==> src/rtl/prd_pkg.sv <==
// shared types and constants of the pulse rate detector
package prd_pkg;

  localparam int WINDOW_DEPTH = 32;
  localparam int WIN_AW       = $clog2(WINDOW_DEPTH);

  localparam int SAMPLE_W   = 12;
  localparam int PERIOD_W   = 10;
  localparam int TICK_W     = 16;
  localparam int SPIKE_W    = 11;
  localparam int BPM_W      = 8;
  localparam int INTERVAL_W = 26;
  localparam int DIVIDEND_W = 16;
  localparam int DIV_CNT_W  = $clog2(DIVIDEND_W);

  localparam logic [DIVIDEND_W-1:0] BPM_NUMERATOR = 16'd60000;
  localparam logic [BPM_W-1:0]      BPM_MAX       = 8'd200;
  localparam logic [BPM_W-1:0]      BPM_MIN       = 8'd30;
  localparam logic [SPIKE_W-1:0]    SPIKE_RESET   = 11'd1024;
  localparam logic [PERIOD_W-1:0]   PERIOD_RESET  = 10'd40;

  typedef enum logic [2:0] {
    ST_IDLE,
    ST_SCAN,
    ST_SCAN_WAIT,
    ST_THRESH,
    ST_CMP,
    ST_DIV,
    ST_DIV_WAIT,
    ST_DONE
  } prd_state_t;

  typedef struct packed {
    logic                  start;
    logic [INTERVAL_W-1:0] divisor;
  } prd_div_req_t;

  typedef struct packed {
    logic                  done;
    logic [DIVIDEND_W-1:0] quotient;
  } prd_div_rsp_t;

endpackage

==> src/rtl/prd_if.sv <==
// sample and result channel interfaces
interface prd_in_if
  import prd_pkg::*;
  ();
  logic                valid;
  logic                ready;
  logic [SAMPLE_W-1:0] sample;

  modport source (output valid, output sample, input ready);
  modport sink   (input valid, input sample, output ready);
endinterface

interface prd_out_if
  import prd_pkg::*;
  ();
  logic                  valid;
  logic                  ready;
  logic [BPM_W-1:0]      beats_per_minute;
  logic [INTERVAL_W-1:0] beat_interval_ms;

  modport source (output valid, output beats_per_minute, output beat_interval_ms, input ready);
  modport sink   (input valid, input beats_per_minute, input beat_interval_ms, output ready);
endinterface

==> src/rtl/pulse_rate_detector.sv <==
// pulse rate detector top level: window threshold tracking and beat timing
// An ordinary sample passes through the compare state and back to idle. A
// sample that fills the window first scans the window ram, one read per entry,
// waits for the last read and updates the threshold. A sample that closes a beat
// then runs the one-bit-per-cycle divider, unless the interval is zero, and waits
// for the result register to be taken. Ready is high only while the block is idle.
module pulse_rate_detector
  import prd_pkg::*;
(
  input  logic                clk,
  input  logic                rst_n,
  prd_in_if.sink              in_ch,
  prd_out_if.source           out_ch,
  input  logic                cfg_we,
  input  logic [PERIOD_W-1:0] cfg_data
);

  prd_state_t state_r, state_nxt;

  logic [PERIOD_W-1:0]   period_r;
  logic [WIN_AW-1:0]     wp_r, wp_nxt;
  logic [WIN_AW-1:0]     scan_idx_r, scan_idx_nxt;
  logic                  rd_vld_r, rd_first_r;
  logic [SAMPLE_W-1:0]   rdata;
  logic [SAMPLE_W-1:0]   hi_r, lo_r;
  logic [SAMPLE_W-1:0]   s_r, s_nxt;
  logic [SAMPLE_W-1:0]   last_r, last_nxt;
  logic [SAMPLE_W-1:0]   mid_r, mid_nxt;
  logic [SPIKE_W-1:0]    spike_r, spike_nxt;
  logic                  above_r, above_nxt;
  logic                  parity_r, parity_nxt;
  logic [TICK_W-1:0]     tick_r, tick_nxt;
  logic [TICK_W-1:0]     first_r, first_nxt;
  logic [INTERVAL_W-1:0] interval_r, interval_nxt;
  logic [BPM_W-1:0]      bpm_r, bpm_nxt;
  logic                  out_valid_r, out_valid_nxt;
  logic [BPM_W-1:0]      out_bpm_r;
  logic [INTERVAL_W-1:0] out_int_r;

  logic                  in_xfer;
  logic                  store;
  logic                  win_full;
  logic                  above_now;
  logic                  rising;
  logic                  beat;
  logic                  out_free;
  logic signed [SAMPLE_W:0] rise;
  logic [SAMPLE_W:0]     thr_sum;
  logic [SAMPLE_W-1:0]   thr_diff;
  logic [TICK_W-1:0]     tick_diff;
  prd_div_req_t          div_req;
  prd_div_rsp_t          div_rsp;

  assign in_ch.ready = (state_r == ST_IDLE);
  assign in_xfer     = in_ch.valid && in_ch.ready;
  assign rise        = signed'({1'b0, in_ch.sample}) - signed'({1'b0, last_r});
  assign store       = rise < signed'({2'b00, spike_r});
  assign win_full    = store && (wp_r == WIN_AW'(WINDOW_DEPTH - 1));
  assign above_now   = s_r > mid_r;
  assign rising      = !above_r && above_now;
  assign beat        = rising && parity_r && (first_r < tick_r);
  assign out_free    = !out_valid_r || out_ch.ready;
  assign thr_sum     = {1'b0, hi_r} + {1'b0, lo_r};
  assign thr_diff    = hi_r - lo_r;
  assign tick_diff   = tick_r - first_r;

  assign div_req.start   = (state_r == ST_DIV) && (interval_r != '0);
  assign div_req.divisor = interval_r;

  prd_ram #(
    .DEPTH (WINDOW_DEPTH),
    .WIDTH (SAMPLE_W)
  ) u_win (
    .clk   (clk),
    .we    (in_xfer && store),
    .waddr (wp_r),
    .wdata (in_ch.sample),
    .re    (state_r == ST_SCAN),
    .raddr (scan_idx_r),
    .rdata (rdata)
  );

  prd_div u_div (
    .clk   (clk),
    .rst_n (rst_n),
    .req   (div_req),
    .rsp   (div_rsp)
  );

  // next state
  always_comb begin
    state_nxt = state_r;
    case (state_r)
      ST_IDLE: begin
        if (in_xfer) begin
          state_nxt = win_full ? ST_SCAN : ST_CMP;
        end
      end
      ST_SCAN: begin
        if (scan_idx_r == WIN_AW'(WINDOW_DEPTH - 1)) begin
          state_nxt = ST_SCAN_WAIT;
        end
      end
      ST_SCAN_WAIT: state_nxt = ST_THRESH;
      ST_THRESH:    state_nxt = ST_CMP;
      ST_CMP:       state_nxt = beat ? ST_DIV : ST_IDLE;
      ST_DIV:       state_nxt = (interval_r == '0) ? ST_DONE : ST_DIV_WAIT;
      ST_DIV_WAIT: begin
        if (div_rsp.done) begin
          state_nxt = ST_DONE;
        end
      end
      ST_DONE: begin
        if (out_free) begin
          state_nxt = ST_IDLE;
        end
      end
      default: state_nxt = ST_IDLE;
    endcase
  end

  // datapath updates
  always_comb begin
    wp_nxt        = wp_r;
    scan_idx_nxt  = scan_idx_r;
    s_nxt         = s_r;
    last_nxt      = last_r;
    mid_nxt       = mid_r;
    spike_nxt     = spike_r;
    above_nxt     = above_r;
    parity_nxt    = parity_r;
    tick_nxt      = tick_r;
    first_nxt     = first_r;
    interval_nxt  = interval_r;
    bpm_nxt       = bpm_r;
    out_valid_nxt = out_valid_r;
    if (out_ch.ready) begin
      out_valid_nxt = 1'b0;
    end
    case (state_r)
      ST_IDLE: begin
        scan_idx_nxt = '0;
        if (in_xfer) begin
          s_nxt    = in_ch.sample;
          last_nxt = in_ch.sample;
          if (store) begin
            wp_nxt = win_full ? '0 : wp_r + 1'b1;
          end
        end
      end
      ST_SCAN: scan_idx_nxt = scan_idx_r + 1'b1;
      ST_THRESH: begin
        mid_nxt   = thr_sum[SAMPLE_W:1];
        spike_nxt = SPIKE_W'(thr_diff[SAMPLE_W-1:1]);
      end
      ST_CMP: begin
        above_nxt = above_now;
        tick_nxt  = tick_r + 1'b1;
        if (rising) begin
          parity_nxt = !parity_r;
          if (!parity_r) begin
            first_nxt = tick_r;
          end else begin
            tick_nxt     = TICK_W'(1);
            interval_nxt = INTERVAL_W'(tick_diff) * INTERVAL_W'(period_r);
          end
        end
      end
      ST_DIV: begin
        if (interval_r == '0) begin
          bpm_nxt = BPM_MAX;
        end
      end
      ST_DIV_WAIT: begin
        if (div_rsp.done) begin
          if (div_rsp.quotient > DIVIDEND_W'(BPM_MAX)) begin
            bpm_nxt = BPM_MAX;
          end else if (div_rsp.quotient < DIVIDEND_W'(BPM_MIN)) begin
            bpm_nxt = BPM_MIN;
          end else begin
            bpm_nxt = BPM_W'(div_rsp.quotient);
          end
        end
      end
      ST_DONE: begin
        if (out_free) begin
          out_valid_nxt = 1'b1;
        end
      end
      default: ;
    endcase
  end

  always_ff @(posedge clk) begin
    if (!rst_n) begin
      state_r     <= ST_IDLE;
      period_r    <= PERIOD_RESET;
      wp_r        <= '0;
      last_r      <= '0;
      mid_r       <= '0;
      spike_r     <= SPIKE_RESET;
      above_r     <= 1'b0;
      parity_r    <= 1'b0;
      tick_r      <= '0;
      first_r     <= '0;
      out_valid_r <= 1'b0;
      rd_vld_r    <= 1'b0;
    end else begin
      state_r     <= state_nxt;
      if (cfg_we) begin
        period_r <= cfg_data;
      end
      wp_r        <= wp_nxt;
      last_r      <= last_nxt;
      mid_r       <= mid_nxt;
      spike_r     <= spike_nxt;
      above_r     <= above_nxt;
      parity_r    <= parity_nxt;
      tick_r      <= tick_nxt;
      first_r     <= first_nxt;
      out_valid_r <= out_valid_nxt;
      rd_vld_r    <= (state_r == ST_SCAN);
    end
  end

  // payload registers
  always_ff @(posedge clk) begin
    scan_idx_r <= scan_idx_nxt;
    s_r        <= s_nxt;
    interval_r <= interval_nxt;
    bpm_r      <= bpm_nxt;
    rd_first_r <= (state_r == ST_SCAN) && (scan_idx_r == '0);
    if (rd_vld_r) begin
      if (rd_first_r) begin
        hi_r <= rdata;
        lo_r <= rdata;
      end else begin
        if (rdata > hi_r) hi_r <= rdata;
        if (rdata < lo_r) lo_r <= rdata;
      end
    end
    if ((state_r == ST_DONE) && out_free) begin
      out_bpm_r <= bpm_r;
      out_int_r <= interval_r;
    end
  end

  assign out_ch.valid            = out_valid_r;
  assign out_ch.beats_per_minute = out_bpm_r;
  assign out_ch.beat_interval_ms = out_int_r;

endmodule

==> src/rtl/prd_ram.sv <==
// generic single write port ram with registered read
module prd_ram #(
  parameter int DEPTH = 32,
  parameter int WIDTH = 12
) (
  input  logic                     clk,
  input  logic                     we,
  input  logic [$clog2(DEPTH)-1:0] waddr,
  input  logic [WIDTH-1:0]         wdata,
  input  logic                     re,
  input  logic [$clog2(DEPTH)-1:0] raddr,
  output logic [WIDTH-1:0]         rdata
);

  logic [WIDTH-1:0] mem [DEPTH];

  always_ff @(posedge clk) begin
    if (we) begin
      mem[waddr] <= wdata;
    end
  end

  always_ff @(posedge clk) begin
    if (re) begin
      rdata <= mem[raddr];
    end
  end

endmodule

==> src/rtl/prd_div.sv <==
// restoring divider for the rate numerator, one quotient bit per cycle
module prd_div
  import prd_pkg::*;
(
  input  logic         clk,
  input  logic         rst_n,
  input  prd_div_req_t req,
  output prd_div_rsp_t rsp
);

  logic                  busy_r;
  logic                  done_r;
  logic [DIV_CNT_W-1:0]  cnt_r;
  logic [INTERVAL_W-1:0] rem_r;
  logic [INTERVAL_W-1:0] div_r;
  logic [DIVIDEND_W-1:0] dq_r;
  logic [INTERVAL_W:0]   trial;
  logic                  fits;

  assign trial = {rem_r, dq_r[DIVIDEND_W-1]};
  assign fits  = trial >= {1'b0, div_r};

  always_ff @(posedge clk) begin
    if (!rst_n) begin
      busy_r <= 1'b0;
      done_r <= 1'b0;
    end else begin
      done_r <= 1'b0;
      if (req.start) begin
        busy_r <= 1'b1;
        cnt_r  <= DIV_CNT_W'(DIVIDEND_W - 1);
        rem_r  <= '0;
        div_r  <= req.divisor;
        dq_r   <= BPM_NUMERATOR;
      end else if (busy_r) begin
        rem_r <= fits ? INTERVAL_W'(trial - {1'b0, div_r}) : INTERVAL_W'(trial);
        dq_r  <= {dq_r[DIVIDEND_W-2:0], fits};
        cnt_r <= cnt_r - 1'b1;
        if (cnt_r == '0) begin
          busy_r <= 1'b0;
          done_r <= 1'b1;
        end
      end
    end
  end

  assign rsp.done     = done_r;
  assign rsp.quotient = dq_r;

endmodule

==> src/flat_wrapper.sv <==
// flat-port wrapper written by rule: the top's interface ports become plain ports
module pulse_rate_detector_flat import prd_pkg::*;
  (clk, rst_n, cfg_we, cfg_data, in_ch_valid, in_ch_sample, in_ch_ready, out_ch_valid, out_ch_beats_per_minute, out_ch_beat_interval_ms, out_ch_ready);
  prd_in_if in_ch_i ();
  prd_out_if out_ch_i ();
  input  logic clk;
  input  logic rst_n;
  input  logic cfg_we;
  input  logic [PERIOD_W-1:0] cfg_data;
  input wire logic [$bits(in_ch_i.valid)-1:0] in_ch_valid;
  input wire logic [$bits(in_ch_i.sample)-1:0] in_ch_sample;
  output wire logic [$bits(in_ch_i.ready)-1:0] in_ch_ready;
  output wire logic [$bits(out_ch_i.valid)-1:0] out_ch_valid;
  output wire logic [$bits(out_ch_i.beats_per_minute)-1:0] out_ch_beats_per_minute;
  output wire logic [$bits(out_ch_i.beat_interval_ms)-1:0] out_ch_beat_interval_ms;
  input wire logic [$bits(out_ch_i.ready)-1:0] out_ch_ready;
  assign in_ch_i.valid = in_ch_valid;
  assign in_ch_i.sample = in_ch_sample;
  assign in_ch_ready = in_ch_i.ready;
  assign out_ch_valid = out_ch_i.valid;
  assign out_ch_beats_per_minute = out_ch_i.beats_per_minute;
  assign out_ch_beat_interval_ms = out_ch_i.beat_interval_ms;
  assign out_ch_i.ready = out_ch_ready;
  pulse_rate_detector u_core (.clk(clk), .rst_n(rst_n), .in_ch(in_ch_i), .out_ch(out_ch_i), .cfg_we(cfg_we), .cfg_data(cfg_data));
endmodule
==> config.mk <==
export PLATFORM = sky130hd
export DESIGN_NAME = pulse_rate_detector_flat
export DESIGN_NICKNAME = d
export VERILOG_FILES = /design/src/rtl/prd_pkg.sv /design/src/rtl/prd_if.sv /design/src/rtl/pulse_rate_detector.sv /design/src/rtl/prd_ram.sv /design/src/rtl/prd_div.sv /design/src/flat_wrapper.sv
export SDC_FILE = /design/constraint.sdc
export NUM_CORES = 1
export LEC_CHECK = 0
export BUFFER_PORTS_ARGS = -buffer_cell sky130_fd_sc_hd__buf_2
export CAP_MARGIN = 10
export CORE_UTILIZATION = 57
export CTS_CLUSTER_SIZE = 14
export DETAILED_ROUTE_END_ITERATION = 7
export HOLD_SLACK_MARGIN = 0.05
export PLACE_DENSITY = 0.78
export SETUP_SLACK_MARGIN = 0.2
export SYNTH_ARGS = -nofsm -noshare
export SYNTH_HDL_FRONTEND = slang
export SYNTH_SLANG_ARGS = --single-unit
==> constraint.sdc <==
create_clock -name clk -period 6.43 [get_ports clk]
set_input_delay 1.286 -clock clk [delete_from_list [all_inputs] [get_ports clk]]
set_output_delay 1.286 -clock clk [all_outputs]
set_load 0.01 [all_outputs]
==> out/results.ini <==
[critical_path]
crit_top_cell=fa_1
slowest_delay_ps=550
crit_type=flop to flop
crit_path_max_fanout=7
arrival_ps=7250
slowest_stage=fa_1
start_kind=flop
endpoint_kind=flop
worst-r2r-setup-slack_ps=-450
required_ps=6800

[drt]
wl_met2_mm=40.54
met3WireLength_mm=5.806
wl_per_cell_um=21.90
drt-met1-wl_mm=32.69
firstDrtPassIters=6
viasPerCell=6.067
postRouteAntennaNets=0
drt_wl_total_mm=82.11
vias=22750
drc=0
dr.max_layer_used=met5
drt_iter0_markers=2010

[worst_hold_path]
hold_class=flop to flop

[clock_tree]
clock_sinks=669
clockBufferDepth=3
cts-root-buf=clkbuf_16
cts_made_buffers=70
htree_levels=3
clk_latency_ps=630
tritoncts=done
clkTransAtPathRegs_ps=60

[grt]
antenna_found_initial=6
grt_pass1_wl_mm=127.1
grt_max_degree=53
gr-total-overflow=0
grt_pass1_vias=23110
grt_usage=0.2619

[outcome]
status=complete, but fails checks
violations=negative setup slack

[cells_and_area]
area_delta_synth_final_pct=14.94
drive_gt1_frac=0.2080
layout.nets=3247
multiInputGateArea_um2=15200
fillers=4126
final_area_um2=40560
seq_area_um2=19170

[sta]
fin_crit_sh=1.070
skew_ps=24.22
relSlewSlack=0.2703
fin_setup_tns_ps=-3397
fmaxAchievable_mhz=145.3
holdWs_ps=416.4
layout_min_cycle_time_ps=6882
drv_slew=0
worst_slack_ps=-451.8
rsz0062_at_grt=true
hold_violations=0
setup-violations-final=11
tightest_slew_ps=1093

[synthesis]
syn_nets=3027
yosysWarnings=0
postSynthCellCount=2690
yosysSeqAreaShare=0.5432
synth_edf_count=577
postSynthAreaPerCell_um2=13.12
yosys.area.top_type_share=0.4910
synth_flop_cell=edfxtp_1
synth.distinct_cells=74
synth_area_leaders=edfxtp_1, mux4_2, ha_1
yosysTopAreaCell=edfxtp_1
async_flop_share=0
ys_ff_latch=669
netlist_area_um2=35290

[place]
place_ws_ps=-477.7
place_congestion=0.9401
postPlaceCellArea_um2=37600
place_hpwl_mm=54.98
port_buffers=62

[power_and_ir_drop]
p_sw_w=0.004358
power.share.sequential=0.382
comb_power_share=0.319
internal_power_w=0.009377
pwr-share-clk=0.299
ir_worst_vdd_mv=0.2617
switching_share=0.3173
p_leak_nw=15.38
p_per_area_nw_per_um2=338.7

[die]
num_rows=90
die_x_um=250.8
pin_count=63
floorplan.initialDensity=0.5803
die_h_um=250.8
core_area_um2=60810
dieArea_um2=62910

[flow_run]
drv_cap=0

-- power by group through the flow --
stage / sequential, W / clock (W) / combinational, W
floorplan: 0.00525 / 0 / 0.00292
global placement: 0.00532 / 0 / 0.00395
detailed placement: 0.00533 / 0 / 0.00409
CTS: 0.00525 / 0.00416 / 0.00424
global route: 0.00527 / 0.00432 / 0.00474
finish: 0.00525 / 0.00410 / 0.00438
-- metal layers --
metal | track usage | up-vias
li1 | - | 10190
met1 | 0.3428 | 11390
met2 | 0.4403 | 975
met3 | 0.04442 | 185
met4 | 0.09798 | 8
met5 | 0 | -
-- metrics by stage --
step	std cells	util	power [W]
2_1_floorplan	2690	-	0.008164
3_3_place_gp	3593	0.6184	0.009267
3_5_place_dp	3593	0.6184	0.009427
4_1_cts	3734	0.6623	0.01366
5_1_grt	3749	0.6670	0.01434
6_report	3749	0.6670	0.01373
-- cell type report --
cell class	instances	share of cell area
inverters	272	0.02517
flip-flops and latches	669	0.4728
repair buffers	252	0.04424
multi-input cells	1645	0.3749
well taps	782	0.02413
clock inverters	46	0.01302
clock buffers	82	0.04575
diodes	1	0.00006170
-- Yosys cell counts (43+ instances only) --
cell type  number
a21oi_1       101
and2_1         61
clkbuf_1       83
dfxtp_1        92
edfxtp_1      577
fa_1          115
ha_1          195
inv_1         271
mux2i_1        45
mux4_2        120
nand2_1       198
nor2_1        200
nor2b_1        43
o21ai_0        58
xnor2_1        54
-- cells in the final DEF (no fill, tap or decap), drive strengths merged, types with 54 or more instances in the layout --
cell type	count
nor2	200
inv	274
a21oi	102
xnor2	54
ha	195
clkbuf	82
mux4	120
and2	61
o21ai	59
dfxtp	92
buf	252
nand2	198
fa	115
edfxtp	577
-- state kept, by name, indices dropped and copies added (netlist names), 16 cells and up --
| signal | count |
|---|---|
| u_core.u_win.mem | 384 |
| u_core.interval_r | 26 |
| u_core.out_ch.beat_interval_ms | 26 |
| u_core.u_div.div_r | 26 |
| u_core.u_div.rem_r | 26 |
| u_core.first_r | 16 |
| u_core.tick_r | 16 |
| u_core.u_div.dq_r | 16 |
-- timing repair --
action | 4_1_cts | 5_1_grt
hold buffers | 0 | 0
resized for setup | 46 | 46
pin swaps | 56 | 39
buffers inserted | 13 | 14
setup endpoints to repair | 13 | 17
-- cells by family after synthesis --
group | after synthesis | share of synthesized area
xor gates and xnor gates | 80 | 0.01986
and+or+nand+nor | 708 | 0.09797
adders and majority gates | 310 | 0.1344
muxes | 179 | 0.09382
AOI/OAI and AO/OA | 368 | 0.06975
DFF | 669 | 0.5432
buffers and inverters | 376 | 0.04099
-- critical path, delay by kind of cell, from the launching register on --
kind | cells | cell delay (ps)
adders and majority gates | 7 | 3030
AOI/OAI and AO/OA | 7 | 1950
and+or+nand+nor | 5 | 570
buffers and inverters | 5 | 390
DFF | 1 | 330
xor gates and xnor gates | 2 | 330
-- final timing paths --
kind | start | to | depth (start not counted)
worst min-delay path | u_core.bpm_r[0] | u_core.out_ch.beats_per_minute[0] | 0
worst min register to register | u_core.bpm_r[0] | u_core.out_ch.beats_per_minute[0] | 0
worst max-delay path | u_core.first_r[2] | u_core.interval_r[22] | 26
worst max register to register | u_core.first_r[2] | u_core.interval_r[22] | 26
No activity file was read; power rests on OpenSTA's default activity.
